## config.mk

```make
export PLATFORM = sky130hd
export DESIGN_NAME = mhts_front
export DESIGN_NICKNAME = d
export VERILOG_FILES = /design/src/rtl/mhts_pkg.sv /design/src/rtl/mhts_front.sv
export SDC_FILE = /design/constraint.sdc
export NUM_CORES = 1
export LEC_CHECK = 0
export ABC_AREA = 1
export BUFFER_PORTS_ARGS = -buffer_cell sky130_fd_sc_hd__buf_2
export CAP_MARGIN = 20
export CORE_MARGIN = 5
export CORE_UTILIZATION = 40
export CTS_BUF_LIST = sky130_fd_sc_hd__clkbuf_4 sky130_fd_sc_hd__clkbuf_8
export CTS_CLUSTER_SIZE = 16
export DETAILED_ROUTE_END_ITERATION = 10
export GPL_TIMING_DRIVEN = 0
export MAX_ROUTING_LAYER = met4
export PLACE_DENSITY_LB_ADDON = 0.1
export SKIP_CTS_REPAIR_TIMING = 1
export SYNTH_ARGS = -nofsm -noshare
export SYNTH_HDL_FRONTEND = slang
export SYNTH_SLANG_ARGS = --single-unit
```

## constraint.sdc

```tcl
create_clock -name clk -period 2.26 [get_ports clk]
set_input_delay 0 -clock clk [delete_from_list [all_inputs] [get_ports clk]]
set_output_delay 0 -clock clk [all_outputs]
set_load 0.01 [all_outputs]
```

## src/rtl/mhts_pkg.sv

```systemverilog
// Shared types and constants for the matrix trace-of-square accumulator.
// No dependencies; every other file in rtl/ imports this package.

package mhts_pkg;

	localparam int WORD_W       = 32;
	localparam int CFG_W        = 7;
	localparam int SIZE_RESET   = 64;
	localparam int MAX_SIZE_DEF = 64;
	localparam int QUEUE_DEPTH  = 4;

	// What the back end does with a word
	typedef enum logic [1:0] {
		OP_STORE  = 2'd0,
		OP_SQUARE = 2'd1,
		OP_MIRROR = 2'd2
	} op_t;

	typedef struct packed {
		op_t  op;
		logic last;
	} ctl_t;

endpackage

```

## src/rtl/mhts_front.sv

```systemverilog
// Front end: size register, row/column tracking, word classification and store address.
// Depends on mhts_pkg.

module mhts_front #(
	parameter int MAX_SIZE = mhts_pkg::MAX_SIZE_DEF,
	parameter int AW       = $clog2(MAX_SIZE * MAX_SIZE)
) (
	input  logic                              clk,
	input  logic                              arst_n,
	input  logic                              cfg_we,
	input  logic [mhts_pkg::CFG_W-1:0]        cfg_wdata,
	input  logic                              in_valid,
	output logic                              in_stall,
	input  logic signed [mhts_pkg::WORD_W-1:0] element,
	input  logic                              q_full,
	output logic                              push,
	output mhts_pkg::ctl_t                    push_ctl,
	output logic [mhts_pkg::WORD_W-1:0]       push_elem,
	output logic [AW-1:0]                     push_addr
);
	import mhts_pkg::*;

	localparam int IDX_W = $clog2(MAX_SIZE);
	localparam int SZ_W  = $clog2(MAX_SIZE + 1);
	localparam int CMP_W = (SZ_W > CFG_W) ? SZ_W : CFG_W;
	localparam int RST_SIZE = (MAX_SIZE < SIZE_RESET) ? MAX_SIZE : SIZE_RESET;

	logic [IDX_W-1:0] row_q, col_q;
	logic [SZ_W-1:0]  size_q, size_d;
	logic [CMP_W-1:0] cfg_ext;
	logic             col_last, row_last;
	logic [IDX_W-1:0] addr_hi, addr_lo;
	op_t              op;

	// Clamp the written size into 1..MAX_SIZE
	always_comb begin
		cfg_ext = CMP_W'(cfg_wdata);
		if (cfg_ext == '0) begin
			size_d = SZ_W'(1);
		end else if (cfg_ext > CMP_W'(MAX_SIZE)) begin
			size_d = SZ_W'(MAX_SIZE);
		end else begin
			size_d = SZ_W'(cfg_ext);
		end
	end

	assign in_stall = q_full;
	assign push     = in_valid && !q_full;

	assign col_last = (SZ_W'(col_q) + SZ_W'(1)) >= size_q;
	assign row_last = (SZ_W'(row_q) + SZ_W'(1)) >= size_q;

	always_comb begin
		priority if (row_q < col_q) begin
			op = OP_STORE;
		end else if (row_q == col_q) begin
			op = OP_SQUARE;
		end else begin
			op = OP_MIRROR;
		end
	end

	// Mirror reads use the transposed position
	assign addr_hi = (op == OP_MIRROR) ? col_q : row_q;
	assign addr_lo = (op == OP_MIRROR) ? row_q : col_q;

	assign push_addr     = AW'(AW'(addr_hi) * AW'(MAX_SIZE)) + AW'(addr_lo);
	assign push_elem     = $unsigned(element);
	assign push_ctl.op   = op;
	assign push_ctl.last = col_last && row_last;

	always_ff @(posedge clk or negedge arst_n) begin
		if (!arst_n) begin
			row_q  <= '0;
			col_q  <= '0;
			size_q <= SZ_W'(RST_SIZE);
		end else if (cfg_we) begin
			row_q  <= '0;
			col_q  <= '0;
			size_q <= size_d;
		end else if (push) begin
			if (col_last) begin
				col_q <= '0;
				row_q <= row_last ? '0 : row_q + IDX_W'(1);
			end else begin
				col_q <= col_q + IDX_W'(1);
			end
		end
	end

endmodule

```

; Yosys cells after proc, flatten, opt, wreduce, memory -nomap -nowiden
; Cells that the tools add are included.
[op_classes]
add_sub_neg = 5
n_lt_le_gt_ge = 4
n_eq_ne = 2
n_mux = 13
reduce_logical = 7
[op_table]
columns = op, count
row1 = 6-bit two-way mux, 9
row2 = 6-bit by 1-bit adder with 7-bit output (second input constant), 2
row3 = 7-bit >= comparator, 2
row4 = 7-bit two-way mux, 2
row5 = 12-bit by 6-bit adder with 12-bit output, 1
row6 = 6-bit by 1-bit adder with 6-bit output (second input constant), 2
row7 = 7-bit > comparator (second input constant), 1
row8 = 7-bit logical NOT, 1
row9 = 6-bit equality test, 1
row10 = 6-bit < comparator, 1
row11 = 2-bit two-way mux, 2
row12 = 2-bit nonzero test, 2
row13 = 2-bit equality test (second input constant), 1
row14 = 1-bit logical AND, 2
row15 = 2-bit AND reduction, 1
row16 = 1-bit logical NOT, 1
[totals]
regBits = 19
in_bits = 44
out_inout_bits = 49

; Longest topological paths before layout
[depth]
ltp_word = 6
ltp_mapped = 14
depth_no_buf = 13

; Worst setup path before layout
; OpenSTA, ideal clock, no wires.
[synth_path]
path_type = reg2reg
startpoint = reg col_q[0]
endpoint = reg row_q[1]
t_arrival_ps = 1938
path_slack_ps = 248
path_stages_with_launch = 14
synth_period_minus_slack_ps = 2012
path_cell_list = dfrtp_1 ha_1 nand3_1 xor2_1 inv_1 ha_1 nand2_1 nand2_1 a21oi_4 nand3_4 nand2_4 buf_12 nand2_2 o21ai_2
[synth_between]
elab_chain_len = 4
[synth_lines]
columns = item, line_no
row1 = start: declaration, mhts_front.sv:28  ; logic [IDX_W-1:0] row_q, col_q;
row2 = start signal: assignment, mhts_front.sv:86  ; col_q <= col_q + IDX_W'(1);
row3 = 6-bit by 1-bit adder with 7-bit output, mhts_front.sv:50  ; assign col_last = (SZ_W'(col_q) + SZ_W'(1)) >= size_q;
row4 = 7-bit >= comparator, mhts_front.sv:50
row5 = 2-bit nonzero test (no source line), n/a
row6 = 2-bit AND reduction (no source line), n/a
row7 = end signal: assignment, mhts_front.sv:84  ; row_q <= row_last ? '0 : row_q + IDX_W'(1);
row8 = end: declaration, mhts_front.sv:28
; Every way passes these cells.
; A chain may end at the register's enable or synchronous reset.

==> summary.md <==
| Metric | Value |
|---|---|
| Max FO, Critical Path | `5` |
| Worst-path clk slew | `0.08 ns` |
| Outcome | `finished with violations` |
| Fill count | `504` |
| GP Congestion | `0.8102` |
| Fmax | `0.4649 GHz` |
| Setup WS pre-CTS | `-0.002665 ns` |
| Placed Cells incl. Taps | `410` |
| Initial core utilization | `40.95%` |
| Req. time, crit path | `2.26 ns` |
| Post-Synthesis Cells | `280` |
| Num ports | `93` |
| Tmin final | `2.151 ns` |
| RSZ-0062 raised after global routing | `yes` |
| Worst-path cell chain | `ha_2 -> nand3_2 -> xor2_1 -> inv_1 -> ha_1 -> nand2_1 -> nand2_1 -> a21oi_4 -> nand2_1 -> nand2_1 -> inv_1 -> buf_2` |
| Slew @ Worst Pin | `0.4511 ns` |
| Layout cells sized above 1 | `47.95%` |
| Die Area | `6737 um2` |
| Final net count | `432` |
| Worst setup EP type | `primary output` |
| Wire per inst | `11.94 um` |
| Syn Nets | `346` |
| Hold slack | `-0.02497 ns` |
| Worst setup path class | `flop to primary output` |
| Number of global-route vias before repair | `1756` |
| Dpl cell area | `2466 um2` |
| Max-cap viol count | `0` |
| Sequential share of the synthesized area | `22.94%` |
| Via density | `4.469` |
| Startpoint type of the worst setup path | `flop` |
| Final WL | `5195 um` |
| Area Growth Syn to Fin | `33.78%` |
| Bufs on Longest Clock Path | `2` |
| CTS tree | `done` |
| Core Box Area | `5075 um2` |
| Total Power | `1.572 mW` |
| Die Height | `82.08 um` |
| Gr usage total | `15.68%` |
| Area of the multi-input gates | `1209 um2` |
| Hold Path Class | `input pin to flop` |
| Global-route wire length before repair | `8073 um` |
| CP arrival | `2.15 ns` |
| PwrDens | `565.5 nW/um2` |
| Num Clock Sinks | `19` |
| Initial antenna violation count | `0` |
| Drc violations | `0` |
| Worst-Skew Late Latency | `0.26 ns` |
| Total number of vias | `1944` |
| Register bit total from synthesis | `19` |
| Largest net degree at the start of global routing | `20` |
| IO Port Bufs | `60` |
| Cell area after layout | `2780 um2` |
| Worst vdd ir | `0.4209 mV` |
| Drt initial violations | `74` |
| Cell chosen for the clock root | `clkbuf_8` |
| Max stage delay on crit path | `0.44 ns` |
| P_leak | `1.564 nW` |
| Non-Filler Instances | `435` |
| Final worst-path cycle share | `95.17%` |
| Failing checks | `negative hold slack` |
| Slew margin rel. | `69.93%` |
| Final setup slack of the worst path | `0.1092 ns` |
| DIE WIDTH | `82.08 um` |
| Most frequent CP cell | `nand2_1` |
| CTS Buf Count | `3` |
| H-tree depth | `1` |
| FF/Latch Area | `484.2 um2` |
| Yosys warns | `0` |
| Mean Syn Cell Area | `7.422 um2` |
| Fin. Hold Viols | `3` |
| Clock Skews | `0.006756 ns` |
| Grt ovf | `0` |
| Row cnt | `26` |
| Critical path's slowest cell | `dfrtp_2` |
| Post-Syn Area | `2078 um2` |
| Setup-failing EPs final | `0` |
| Netlist cell types | `33` |
| Slew Viols, Final | `0` |
| Antenna cell count | `0` |
| TritonRoute pass-1 iters | `4` |
| ANT nets after route | `0` |
| Detail Placement HPWL | `4097 um` |
## layout by cell type, fill, tap and decap left out, drive strengths merged
cell	n
a21o	1
a21oi	6
a31oi	1
and2	1
buf	115
clkbuf	5
clkinv	2
dfrtp	18
dfstp	1
dlygate4sd3	3
ha	22
inv	39
nand2	73
nand3	21
nand4	2
nor2	22
nor3	2
o21ai	23
o22ai	3
xnor2	1
xor2	4
## registers in the layout, summed over array words and instances (netlist names)
name	cells
size_q	7
col_q	6
row_q	6
## critical path: cells and delay by family, from the launching register on
family | cells | cell delay (ns)
fa+ha+maj | 2 | 0.49
flops | 1 | 0.44
simple gates | 5 | 0.38
buf+inv | 3 | 0.25
compound gates | 1 | 0.19
xor+xnor | 1 | 0.15
## layout make-up
class                   count  share of cell area [%]
multi-input cells         182                   43.47
flip-flops and latches     19                   17.42
repair buffers             81                   17.37
plain buffers              39                   11.52
inverters                  40                   5.401
well taps                  70                   3.150
clock buffers               3                   1.485
clock inverters             1                  0.1800
## kinds of logic after synthesis
| logic type | count (synthesis) | synth area share [%] |
|---|---|---|
| fa+ha+maj | 22 | 13.24 |
| xor+xnor | 5 | 2.107 |
| buf+inv | 79 | 21.97 |
| simple gates | 121 | 27.57 |
| compound gates | 34 | 12.16 |
| flops | 19 | 22.94 |
## where the power goes
| group | switching (mW) | internal, mW | leakage (nW) |
|---|---|---|---|
| registers | 0.0277 | 0.367 | 0.244 |
| clock network | 0.129 | 0.123 | 0.0255 |
| logic | 0.490 | 0.435 | 1.29 |
| total | 0.646 | 0.926 | 1.56 |
## final timing paths
| path | slack [ns] | depth (start not counted) | start | end |
|---|---|---|---|---|
| max in group asynchronous | 1.71 | 2 | arst_n | col_q[2] |
| worst max register to register | 0.13 | 13 | col_q[0] | row_q[1] |
| worst min register to register | 0.53 | 2 | col_q[5] | col_q[5] |
| min in group asynchronous | 0.21 | 2 | arst_n | size_q[3] |
| worst max-delay path | 0.11 | 12 | col_q[0] | push_ctl[0] |
| worst min-delay path | -0.02 | 3 | cfg_wdata[4] | size_q[4] |
## Yosys cell counts
cell type | instances | share of area, %
a21oi_4 | 1 | 0.78
nor2_4 | 2 | 1.1
nand3_2 | 2 | 0.96
nand2_4 | 2 | 1.1
and2_1 | 1 | 0.30
o21ai_2 | 17 | 7.2
a31oi_1 | 1 | 0.30
nand2_2 | 8 | 2.4
dfstp_2 | 1 | 1.3
buf_6 | 2 | 1.1
nor2_2 | 2 | 0.60
nand2_1 | 63 | 11
nand3_1 | 18 | 4.3
buf_4 | 34 | 12
clkinv_1 | 1 | 0.18
inv_1 | 36 | 6.5
nand3_4 | 1 | 0.84
o22ai_1 | 3 | 0.90
xor2_1 | 4 | 1.7
nor3_2 | 1 | 0.48
nor3_1 | 1 | 0.24
xnor2_1 | 1 | 0.42
a21oi_1 | 5 | 1.2
ha_1 | 22 | 13
buf_12 | 1 | 0.96
o21ai_0 | 6 | 1.4
nor2_1 | 18 | 3.3
dfrtp_1 | 18 | 22
buf_2 | 1 | 0.24
nand4_1 | 2 | 0.60
inv_2 | 3 | 0.54
clkbuf_1 | 1 | 0.18
a21o_1 | 1 | 0.36
## through the flow
stage / util (%) / hold WS [ns] / setup TNS, ns
after floorplan: - / -0.2956 / 0
after global placement: 48.59 / -0.02258 / 0
after detailed placement: 48.59 / -0.02038 / -0.002665
after CTS: 49.51 / -0.3173 / -0.3356
after global routing: 54.78 / 0.005659 / -0.05154
final: 54.78 / -0.02497 / 0
## per-layer routing
layer  track usage [%]  routed length, um  vias up
li1                  -                  -     1025
met4             3.488                 42        0
met2             25.61               2561       47
met3             2.522                307        5
met1             20.37               2284      867
met5                 -                  0        -
Note: power is estimated with default switching activity, not from simulation.
