$ cat src/rtl/mhts_pkg.sv
// Shared types and constants for the matrix trace-of-square accumulator.
// No dependencies; every other file in rtl/ imports this package.

package mhts_pkg;

	localparam int WORD_W       = 32;
	localparam int CFG_W        = 7;
	localparam int SIZE_RESET   = 64;
	localparam int MAX_SIZE_DEF = 64;
	localparam int QUEUE_DEPTH  = 4;

	// What the back end does with a word
	typedef enum logic [1:0] {
		OP_STORE  = 2'd0,
		OP_SQUARE = 2'd1,
		OP_MIRROR = 2'd2
	} op_t;

	typedef struct packed {
		op_t  op;
		logic last;
	} ctl_t;

endpackage

$ cat src/rtl/mhts_fifo.sv
// Short word queue between front and back ends.
// Depends on mhts_pkg for the default depth.

module mhts_fifo #(
	parameter int WIDTH = 8,
	parameter int DEPTH = mhts_pkg::QUEUE_DEPTH
) (
	input  logic             clk,
	input  logic             arst_n,
	input  logic             push,
	input  logic [WIDTH-1:0] push_data,
	output logic             full,
	output logic             not_empty,
	input  logic             pop,
	output logic [WIDTH-1:0] pop_data
);
	import mhts_pkg::*;

	localparam int PW = (DEPTH > 1) ? $clog2(DEPTH) : 1;
	localparam int CW = $clog2(DEPTH + 1);

	logic [WIDTH-1:0] slot_q [DEPTH];
	logic [PW-1:0]    wr_ptr_q, rd_ptr_q;
	logic [CW-1:0]    count_q;

	assign full      = count_q == CW'(DEPTH);
	assign not_empty = count_q != '0;
	assign pop_data  = slot_q[rd_ptr_q];

	always_ff @(posedge clk) begin
		if (push) begin
			slot_q[wr_ptr_q] <= push_data;
		end
	end

	always_ff @(posedge clk or negedge arst_n) begin
		if (!arst_n) begin
			wr_ptr_q <= '0;
			rd_ptr_q <= '0;
			count_q  <= '0;
		end else begin
			if (push) begin
				wr_ptr_q <= (wr_ptr_q == PW'(DEPTH - 1)) ? '0 : wr_ptr_q + PW'(1);
			end
			if (pop) begin
				rd_ptr_q <= (rd_ptr_q == PW'(DEPTH - 1)) ? '0 : rd_ptr_q + PW'(1);
			end
			count_q <= count_q + CW'(push) - CW'(pop);
		end
	end

endmodule

$ cat config.mk
export PLATFORM = sky130hd
export DESIGN_NAME = mhts_fifo
export DESIGN_NICKNAME = d
export VERILOG_FILES = /design/src/rtl/mhts_pkg.sv /design/src/rtl/mhts_fifo.sv
export SDC_FILE = /design/constraint.sdc
export NUM_CORES = 1
export LEC_CHECK = 0
export BUFFER_PORTS_ARGS = -buffer_cell sky130_fd_sc_hd__buf_2
export CAP_MARGIN = 20
export CORE_MARGIN = 2
export CORE_UTILIZATION = 53
export CTS_CLUSTER_DIAMETER = 50
export DETAILED_ROUTE_END_ITERATION = 8
export PLACE_DENSITY = 0.71
export SETUP_SLACK_MARGIN = 0.05
export SYNTH_ARGS = -nofsm -noshare
export SYNTH_HDL_FRONTEND = slang
export SYNTH_SLANG_ARGS = --single-unit
export TNS_END_PERCENT = 20
$ cat constraint.sdc
create_clock -name clk -period 1.9 [get_ports clk]
set_input_delay 0.38 -clock clk [delete_from_list [all_inputs] [get_ports clk]]
set_output_delay 0.38 -clock clk [all_outputs]
set_load 0.05 [all_outputs]
---- Word level (Yosys, flattened, before mapping) ----
Memories as Yosys holds them, arrays and structs flattened.
Cells that the tools add are included.
operators by class
  mux-type cells .......................... 4
  add/sub/neg operators ................... 4
  equal/unequal tests ..................... 3
  reductions and logical operators ........ 1
operators with widths
  operator             number
  $add 2x1->2 const B  2
  $eq 2x2->1 const B   2
  $mux 2               2
  $add 3x1->3          1
  $eq 3x3->1 const B   1
  $reduce_bool 3->1    1
  $sub 3x1->3          1
  $mux 1               2
storage, ports and cells
  bits of input ports ..................... 12
  bits in writable memories ............... 32
  bits in registers ....................... 7
  memories kept ........................... 1
memory list
  memory  words  bits a word  read ports  clocked after memory_dff  wr ports  RTL line         source
  slot_q  4      8            1           0                         1         mhts_fifo.sv:22  logic [WIDTH-1:0] slot_q [DEPTH];

---- Logic depth before layout (Yosys ltp) ----
Gate-level depths: netlist of run 1.
  depth after elaboration ................. 2
  gate-level depth with buffers ........... 7
  gate-level depth less buffers ........... 7

---- Worst setup path before layout of run 1 ----
No wires, ideal clock.
  path type ............................... input to register
  start point ............................. input pop
  end point ............................... register count_q[2]
  path slack .............................. 0.304 ns
  library setup time ...................... 0.123 ns
  stages .................................. 6
  arrival time ............................ 1.474 ns
  cell sequence ........................... ha_1 > inv_1 > ha_1 > fa_1 > xor2_1 > xnor2_1
between the ends
  cells in the longest elaborated chain, start to end .. 1
RTL lines
  item                  RTL line         source
  start, declared       mhts_fifo.sv:14  input logic pop,
  $sub 3x1->3           mhts_fifo.sv:48  count_q <= count_q + CW'(push) - CW'(pop);
  end signal, assigned  mhts_fifo.sv:48
  end, declared         mhts_fifo.sv:24  logic [CW-1:0] count_q;
Every way passes these cells.
A chain may end at the register's enable or synchronous reset.

---- Final worst setup path of run 1 ----
  start point ............................. register rd_ptr_q[0]
  end point ............................... output pop_data[0]
between the ends
  cells in the longest elaborated chain, start to end .. 1
RTL lines
  item                    RTL line         source
  start, declared         mhts_fifo.sv:23  logic [PW-1:0] wr_ptr_q, rd_ptr_q;
  start signal, assigned  mhts_fifo.sv:46  rd_ptr_q <= (rd_ptr_q == PW'(DEPTH - 1)) ? '0 : rd_ptr_q + PW'(1);
  $mem_v2 4x8             n/a
  end, declared           mhts_fifo.sv:15  output logic [WIDTH-1:0] pop_data
Every way passes these cells.

==> results of run 1 <==
-- stage by stage --
step,worst slack (ps),utilization (%),cells,cell area (um2),hold slack [ps]
2_1_floorplan,304,-,78,1570,84.4
3_3_place_gp,155,61.4,130,1710,220
3_5_place_dp,104,61.4,130,1710,222
4_1_cts,-61.4,65.9,140,1830,236
5_1_grt,-108,65.9,140,1830,231
6_report,-31.0,65.9,140,1830,252
-- sequential cells by signal, indices dropped and copies added, names as in the netlist --
signal / flops
rd_ptr_q: 2
slot_q: 32
wr_ptr_q: 2
count_q: 3
-- placed cells by master (no fill, tap or decap), drive strengths merged, types with 2 or more instances in the layout --
master	count
and2	4
buf	24
clkbuf	5
clkinv	3
dfrtp	7
edfxtp	32
ha	7
inv	6
mux2	2
mux4	8
o21ai	2
-- final cells by class --
class,instances,share of cell area [%]
clock buffers,5,2.05
clock inverters,3,0.819
inverters,6,1.23
multi-input cells,31,21.4
flip-flops and latches,39,62.0
well taps,31,2.12
repair buffers,25,10.4
-- power groups by stage --
stage                     clock (mW)  sequential, mW  combinational (mW)
after detailed placement           0            1.26                1.21
after CTS                      0.410            1.24                1.40
after global placement             0            1.25                1.19
after global routing           0.447            1.26                1.48
after floorplan                    0            1.20                1.01
final                          0.395            1.24                1.37
-- worst paths after layout --
path                                   start            to  slack, ps
worst max-delay path             rd_ptr_q[0]   pop_data[0]        -30
worst min-delay path            push_data[0]  slot_q[3][0]        250
worst max register to register    count_q[0]    count_q[2]        230
worst min register to register    count_q[2]    count_q[2]        520
max in group asynchronous             arst_n   rd_ptr_q[0]       1360
min in group asynchronous             arst_n    count_q[0]        390
-- cells by family (layout without fill, tap and decap cells) --
group / after synthesis / count (layout) / synth area share, %
adder cells (fa/ha/maj): 8 / 8 / 6.87
AND/OR/NAND/NOR: 9 / 9 / 3.43
XOR/XNOR: 2 / 2 / 1.12
buffers and inverters: 8 / 39 / 2.48
multiplexers: 10 / 10 / 12.9
AO/OA/AOI/OAI: 2 / 2 / 0.639
flip-flops: 39 / 39 / 72.5
-- repair_timing --
| item | 4_1_cts | 5_1_grt |
|---|---|---|
| resized for setup | 17 | 0 |
| gates cloned | 0 | 0 |
| hold buffers | 1 | 0 |
| pin swaps | 0 | 0 |
| buffers inserted | 1 | 0 |
| endpoints found under the setup margin | 8 | 8 |
| hold endpoints to repair | 7 | 0 |
-- per-layer routing --
layer	global-route usage, %	vias to the layer above
met5	0	-
met1	18.9	385
met3	5.93	5
met2	27.9	20
li1	-	356
met4	7.97	0
==> impl_metrics.env, run 1 <==
export IMPL_max_cap_violations=0
export IMPL_tightest_slew_ps=422
export IMPL_ant_nets=0
export IMPL_syn_area_per_cell_um2=20.1
export IMPL_ff_latch_area_um2=1140
export IMPL_p_int_mw=1.84
export IMPL_cts_inserted_buffers=5
export IMPL_cts_root_buf="clkbuf_4"
export IMPL_ys_types=18
export IMPL_cp_top_family="multiplexers"
export IMPL_grt_setup_unrepaired="yes"
export IMPL_pwr_share_comb_pct=45.7
export IMPL_crit_chain="buf_4, mux4_2, buf_6"
export IMPL_antenna_cells=0
export IMPL_end_kind="primary output"
export IMPL_overflow=0
export IMPL_portBuffers=21
export IMPL_synth_area_leaders="edfxtp_1 (61%), mux4_2 (12%), dfrtp_1 (11%)"
export IMPL_path_depth=3
export IMPL_met3WireLength_um=122
export IMPL_area_growth_pct=17.0
export IMPL_h_tree_depth=2
export IMPL_fill_cells=202
export IMPL_dieArea_um2=3410
export IMPL_rows=19
export IMPL_num_io_pins=22
export IMPL_critPathMaxFanout=4
export IMPL_seq_power_share_pct=41.1
export IMPL_final_max_slew_violation_count=0
export IMPL_antenna_found_initial=0
export IMPL_hpwl_um=1610
export IMPL_synthArstFlopShare_pct=17.9
export IMPL_yosysTopAreaCell="edfxtp_1"
export IMPL_ys_seq_elements=39
export IMPL_setup_violations=8
export IMPL_p_total_mw=3.01
export IMPL_critPathLaunchType="flip-flop"
export IMPL_hold_path_class="input pin to flip-flop"
export IMPL_vias=766
export IMPL_wl_met1_um=928
export IMPL_cts_tree="yes"
export IMPL_vias_per_cell=5.47
export IMPL_fin_crit_sh_pct=102
export IMPL_clock_power_share_pct=13.1
export IMPL_period_needed_ps=1930
export IMPL_first_iter_violations=23
export IMPL_core_area_um2=2780
export IMPL_drive_above_1_share_pct=38.5
export IMPL_p_switching_mw=1.17
export IMPL_yosys_cell_count_top_type="edfxtp_1"
export IMPL_syn_area_um2=1570
export IMPL_path_buf_inv=2
export IMPL_dr_pass1_iters=4
export IMPL_top_layer="met4"
export IMPL_syn_inst=78
export IMPL_clk_pin_slew_ps=110
export IMPL_multi_input_area_um2=392
export IMPL_setup_ws_ps=-31.0
export IMPL_avgRoutedWirePerCell_um=16.5
export IMPL_status="complete, but fails checks"
export IMPL_grt_use_total_pct=16.6
export IMPL_clk_latency_ps=340
export IMPL_p_sw_share_pct=38.8
export IMPL_start_util_pct=56.3
export IMPL_synth_edf_count=32
export IMPL_fmax_ghz=0.518
export IMPL_finalSetupTns_ps=-163
export IMPL_hold_depth=1
export IMPL_yosysSeqAreaShare_pct=72.5
export IMPL_maxSlewHeadroom_pct=71.9
export IMPL_die_w_um=58.4
export IMPL_place_congestion=0.663
export IMPL_die_h_um=58.4
export IMPL_synth_top_area_share_pct=61.3
export IMPL_critPathMaxStageDelay_ps=510
export IMPL_violations="negative setup slack"
export IMPL_crit_required_ps=1520
export IMPL_synthFlopType="edfxtp_1"
export IMPL_path_class="flip-flop to primary output"
export IMPL_reg2reg_depth=7
export IMPL_yosysWarnings=0
export IMPL_syn_nets=98
export IMPL_nets=128
export IMPL_clock_sinks=39
export IMPL_cp_slowest_cell="mux4_2"
export IMPL_first_global_vias=857
export IMPL_clockBufferDepth=2
export IMPL_routed_wl_met2_um=1210
export IMPL_grt_pass1_wl_um=3880
export IMPL_drt_wl_total_um=2310
export IMPL_cellPowerDensity_nw_per_um2=1640
export IMPL_leakage_nw=0.714
export IMPL_grt_max_degree=13
export IMPL_synth_common_cells="edfxtp_1 (32), mux4_2 (8), dfrtp_1 (7), ha_1 (7), inv_1 (6)"
export IMPL_skew_ps=3.90
export IMPL_drc_errors=0
export IMPL_vdd_drop_max_uv=1430
export IMPL_arrival_ps=1550
export IMPL_hold_viol=0
Note: power is estimated with default switching activity, not from simulation.
==> run 2: changes to the inputs <==
Settings changed: CELL_PAD_IN_SITES_DETAIL_PLACEMENT set to 1, CELL_PAD_IN_SITES_GLOBAL_PLACEMENT set to 1, CORE_UTILIZATION 53 to 47, PLACE_DENSITY 0.71 to 0.72.
==> impl_metrics.env, run 2 (same netlist as run 1, synthesis figures left out) <==
export IMPL_layout_cells_most_common_list="edfxtp_1 (32), buf_2 (13), buf_6 (10)"
export IMPL_grt_pass1_wl_um=4240
export IMPL_final_max_slew_violation_count=0
export IMPL_antenna_cells=0
export IMPL_rrSetupSlack_ps=240
export IMPL_critPathMaxFanout=5
export IMPL_first_global_vias=824
export IMPL_top_register="slot_q"
export IMPL_hpwl_um=1860
export IMPL_drive_above_1_share_pct=38.5
export IMPL_vdd_drop_max_uv=845
export IMPL_top_regs="slot_q: 32 flops, count_q: 3 flops"
export IMPL_grt_util_met3_pct=5.80
export IMPL_top_usage_layer="met2"
export IMPL_path_class="flip-flop to primary output"
export IMPL_drc_errors=0
export IMPL_num_io_pins=22
export IMPL_violations="negative setup slack"
export IMPL_max_cap_violations=0
export IMPL_setup_violations=8
export IMPL_die_h_um=61.7
export IMPL_min_from="push_data[1]"
export IMPL_grt_setup_unrepaired="yes"
export IMPL_clockBufferDepth=2
export IMPL_r2r_start="count_q[0]"
export IMPL_cts_tree="yes"
export IMPL_leakage_nw=0.732
export IMPL_cellPowerDensity_nw_per_um2=1750
export IMPL_vias=769
export IMPL_arrival_ps=1570
export IMPL_ant_nets=0
export IMPL_vias_per_cell=5.03
export IMPL_dr_pass1_iters=4
export IMPL_maxSlewHeadroom_pct=70.4
export IMPL_start_util_pct=50.5
export IMPL_area_growth_pct=21.6
export IMPL_overflow=0
export IMPL_fmax_ghz=0.512
export IMPL_grt_use_total_pct=17.0
export IMPL_whs_ps=248
export IMPL_avgRoutedWirePerCell_um=18.1
export IMPL_crit_start="rd_ptr_q[0]"
export IMPL_dieArea_um2=3810
export IMPL_fin_crit_sh_pct=103
export IMPL_status="complete, but fails checks"
export IMPL_crit_required_ps=1520
export IMPL_rows=20
export IMPL_place_congestion=0.692
export IMPL_finalInstanceArea_um2=1910
export IMPL_grt_max_degree=14
export IMPL_first_iter_violations=42
export IMPL_hold_path_class="input pin to flip-flop"
export IMPL_hold_path_end="slot_q[2][1]"
export IMPL_core_area_um2=3100
export IMPL_die_w_um=61.7
export IMPL_portBuffers=21
export IMPL_cts_root_buf="clkbuf_4"
export IMPL_clk_latency_ps=340
export IMPL_drt_wl_total_um=2760
export IMPL_final_common_cell="edfxtp_1"
export IMPL_skew_ps=10.7
export IMPL_clock_sinks=39
export IMPL_place_area_um2=1730
export IMPL_tightest_slew_ps=444
export IMPL_largest_reg_flops=32
export IMPL_period_needed_ps=1950
export IMPL_hold_viol=0
export IMPL_reg2reg_depth=7
export IMPL_cts_inserted_buffers=5
export IMPL_reg2reg_to="count_q[2]"
export IMPL_antenna_found_initial=0
export IMPL_clk_pin_slew_ps=120
export IMPL_end_kind="primary output"
export IMPL_h_tree_depth=2
export IMPL_critPathLaunchType="flip-flop"
export IMPL_setup_ws_ps=-53.5
export IMPL_met1_usage_pct=19.7
export IMPL_hold_depth=1
export IMPL_nets=128
export IMPL_met2_usage_pct=28.9
[run 2: cell type report]
class / instances / area [um2]
clock buffers: 5 / 37.5
clock inverters: 3 / 67.6
fillers: 291 / 1200
inverters: 6 / 22.5
multi-input cells: 31 / 392
flip-flops and latches: 39 / 1140
well taps: 44 / 55.1
repair buffers: 25 / 195
[run 2: worst max-delay path, stage by stage, from the launching register on]
cell     delay [ps]
dfrtp_1         410
buf_6           150
mux4_2          510
buf_6           170
[run 2: stage by stage]
step | cells | TNS, ps | utilization, % | power, mW | setup WS [ps]
3_3_place_gp | 143 | 0 | 55.6 | 2.45 | 146
5_1_grt | 153 | -909 | 61.4 | 3.50 | -128
6_report | 153 | -347 | 61.4 | 3.33 | -53.5
4_1_cts | 153 | -608 | 61.4 | 3.37 | -95.4
3_5_place_dp | 143 | 0 | 55.6 | 2.49 | 97.7
2_1_floorplan | 78 | 0 | - | 2.21 | 304
[run 2: what timing repair did]
item | in CTS | in global routing
endpoints found under the setup margin | 8 | 8
gates resized for setup | 18 | 0
gates cloned | 0 | 0
hold endpoints to repair | 7 | 0
setup buffers | 1 | 0
hold buffers | 1 | 0
[run 2: power breakdown]
part	internal, mW	switching, mW	leakage (nW)	total (mW)
registers	1.13	0.122	0.377	1.25
logic	0.584	0.821	0.303	1.40
clock network	0.409	0.263	0.0514	0.672
total	2.12	1.21	0.732	3.33
[run 2: layer usage]
| layer | share of wire, % | vias to the layer above | routed length, um |
|---|---|---|---|
| li1 | - | 356 | - |
| met5 | 0 | - | 0 |
| met4 | 1.5 | 0 | 42 |
| met1 | 42 | 393 | 1160 |
| met2 | 54 | 16 | 1480 |
| met3 | 3.0 | 4 | 82 |
[run 2: worst max-delay path by stage]
stage	slack [ps]	end	cells past startpoint
2_1_floorplan	300	count_q[2]	6
3_5_place_dp	100	count_q[2]	7
6_report	-50	pop_data[1]	3
4_1_cts	-100	pop_data[5]	3
3_3_place_gp	150	count_q[2]	7
5_1_grt	-130	pop_data[5]	3
==> run 3: changes to the inputs <==
Settings changed: ABC_CLOCK_PERIOD_IN_PS set to 1900, CORE_UTILIZATION 47 to 50, CTS_BUF_LIST set to sky130_fd_sc_hd__clkbuf_2 sky130_fd_sc_hd__clkbuf_4 sky130_fd_sc_hd__clkbuf_8, PLACE_DENSITY 0.72 to 0.77.
==> impl_metrics.env, run 3 (same netlist as run 1, synthesis figures left out) <==
export IMPL_grt_util_met3_pct=5.41
export IMPL_portBuffers=21
export IMPL_vias=767
export IMPL_clock_power_share_pct=16.5
export IMPL_whs_ps=253
export IMPL_arrival_ps=1590
export IMPL_clockBufferDepth=2
export IMPL_vdd_drop_max_uv=717
export IMPL_first_iter_violations=17
export IMPL_p_sw_share_pct=37.6
export IMPL_place_area_um2=1740
export IMPL_tightest_slew_ps=452
export IMPL_ff_latch_area_um2=1140
export IMPL_largest_reg_flops=32
export IMPL_path_depth=3
export IMPL_top_register="slot_q"
export IMPL_overflow=0
export IMPL_vias_per_cell=5.01
export IMPL_cts_root_buf="clkbuf_4"
export IMPL_final_common_cell="edfxtp_1"
export IMPL_hold_path_class="input pin to flip-flop"
export IMPL_hpwl_um=1890
export IMPL_met1_usage_pct=22.2
export IMPL_p_int_mw=2.01
export IMPL_finalSetupTns_ps=-405
export IMPL_cp_slowest_cell="mux4_2"
export IMPL_skew_ps=11.0
export IMPL_path_class="flip-flop to primary output"
export IMPL_r2r_start="count_q[0]"
export IMPL_cellPowerDensity_nw_per_um2=1710
export IMPL_final_max_slew_violation_count=0
export IMPL_top_usage_layer="met2"
export IMPL_dieArea_um2=3600
export IMPL_cp_top_family="multiplexers"
export IMPL_leakage_nw=0.724
export IMPL_drt_wl_total_um=2700
export IMPL_path_buf_inv=2
export IMPL_seq_power_share_pct=39.1
export IMPL_core_area_um2=3030
export IMPL_die_w_um=60.0
export IMPL_clk_pin_slew_ps=120
export IMPL_avgRoutedWirePerCell_um=17.6
export IMPL_end_kind="primary output"
export IMPL_violations="negative setup slack"
export IMPL_crit_path_end="pop_data[4]"
export IMPL_top_regs="slot_q: 32 flops, count_q: 3 flops"
export IMPL_hold_viol=0
export IMPL_first_global_vias=862
export IMPL_antenna_found_initial=0
export IMPL_crit_required_ps=1520
export IMPL_dr_pass1_iters=4
export IMPL_antenna_cells=0
export IMPL_rows=20
export IMPL_finalInstanceArea_um2=1890
export IMPL_num_io_pins=22
export IMPL_fin_crit_sh_pct=104
export IMPL_h_tree_depth=2
export IMPL_cts_inserted_buffers=5
export IMPL_grt_pass1_wl_um=4350
export IMPL_max_cap_violations=0
export IMPL_critPathMaxFanout=7
export IMPL_grt_setup_unrepaired="yes"
export IMPL_start_util_pct=51.7
export IMPL_setup_violations=8
export IMPL_fmax_ghz=0.509
export IMPL_cts_tree="yes"
export IMPL_place_congestion=0.670
export IMPL_drive_above_1_share_pct=39.4
export IMPL_maxSlewHeadroom_pct=69.9
export IMPL_die_h_um=60.0
export IMPL_grt_max_degree=13
export IMPL_period_needed_ps=1970
export IMPL_reg2reg_depth=7
export IMPL_fill_cells=264
export IMPL_clk_latency_ps=340
export IMPL_nets=128
export IMPL_drc_errors=0
export IMPL_critPathMaxStageDelay_ps=520
export IMPL_grt_use_total_pct=18.5
export IMPL_pwr_share_comb_pct=44.4
export IMPL_met2_usage_pct=30.1
export IMPL_crit_start="rd_ptr_q[0]"
export IMPL_status="complete, but fails checks"
export IMPL_reg2reg_to="count_q[2]"
export IMPL_fin_util_pct=62.4
export IMPL_p_switching_mw=1.21
export IMPL_layout_cells_most_common_list="edfxtp_1 (32), buf_2 (13), mux4_2 (8)"
export IMPL_setup_ws_ps=-66.5
export IMPL_area_growth_pct=20.5
export IMPL_clock_sinks=39
export IMPL_multi_input_area_um2=392
export IMPL_crit_chain="buf_12, mux4_2, buf_6"
export IMPL_critPathLaunchType="flip-flop"
export IMPL_rrSetupSlack_ps=190
export IMPL_ant_nets=0
==> run 3: cell count changes in the layout (fill, tap and decap cells not counted) <==
cell	previous run	this run
clkinvlp_4	1	0
buf_4	1	2
buf_8	0	1
bufinv_16	2	1
buf_12	0	1
clkinv_1	0	1
clkinv_2	0	1
buf_6	10	7
dfrtp_2	0	2
dfrtp_1	7	5
==> run 3: stage by stage <==
stage          setup slack (ps)  instances  power [mW]
6_report                  -66.5        153        3.22
5_1_grt                    -123        153        3.40
4_1_cts                    -116        152        3.25
3_5_place_dp               83.0        143        2.53
3_3_place_gp                151        143        2.46
2_1_floorplan               304         78        2.21
==> run 3: cell type report <==
type / instances / share of cell area, %
Clock inverter: 3 / 2.05
Sequential cell: 39 / 60.3
Tap cell: 44 / 2.92
Clock buffer: 5 / 1.99
Timing Repair Buffer: 25 / 10.8
Inverter: 6 / 1.19
Multi-Input combinational cell: 31 / 20.7
==> run 3: power by group through the flow <==
stage          logic, mW  registers [mW]  clock network [mW]
2_1_floorplan       1.01            1.20                   0
3_3_place_gp        1.20            1.26                   0
3_5_place_dp        1.25            1.28                   0
4_1_cts             1.43            1.27               0.544
5_1_grt             1.54            1.28               0.577
6_report            1.43            1.26               0.531
==> run 3: layer usage <==
| metal | vias up | part of all wire [%] | wire length (um) |
|---|---|---|---|
| met4 | 0 | 0.85 | 23 |
| met2 | 20 | 54 | 1460 |
| met5 | - | 0 | 0 |
| met1 | 390 | 40 | 1090 |
| met3 | 2 | 5.0 | 135 |
| li1 | 355 | - | - |
==> run 3: timing repair <==
action                                  in CTS  in global routing
hold endpoints to repair                     7                  0
gates resized for setup                     19                  0
hold buffers                                 1                  0
buffers inserted                             0                  1
endpoints found under the setup margin       8                  8
==> run 3: how the worst min path moves through the flow <==
| stage | startpoint | endpoint | slack (ps) | depth (start not counted) |
|---|---|---|---|---|
| global route | push_data[7] | slot_q[0][7] | 230 | 1 |
| detailed placement | arst_n | rd_ptr_q[1] | 220 | 1 |
| finish | push_data[7] | slot_q[0][7] | 250 | 1 |
| CTS | push_data[7] | slot_q[0][7] | 240 | 1 |
| global placement | arst_n | rd_ptr_q[1] | 220 | 1 |
| floorplan | arst_n | count_q[0] | 80 | 0 |
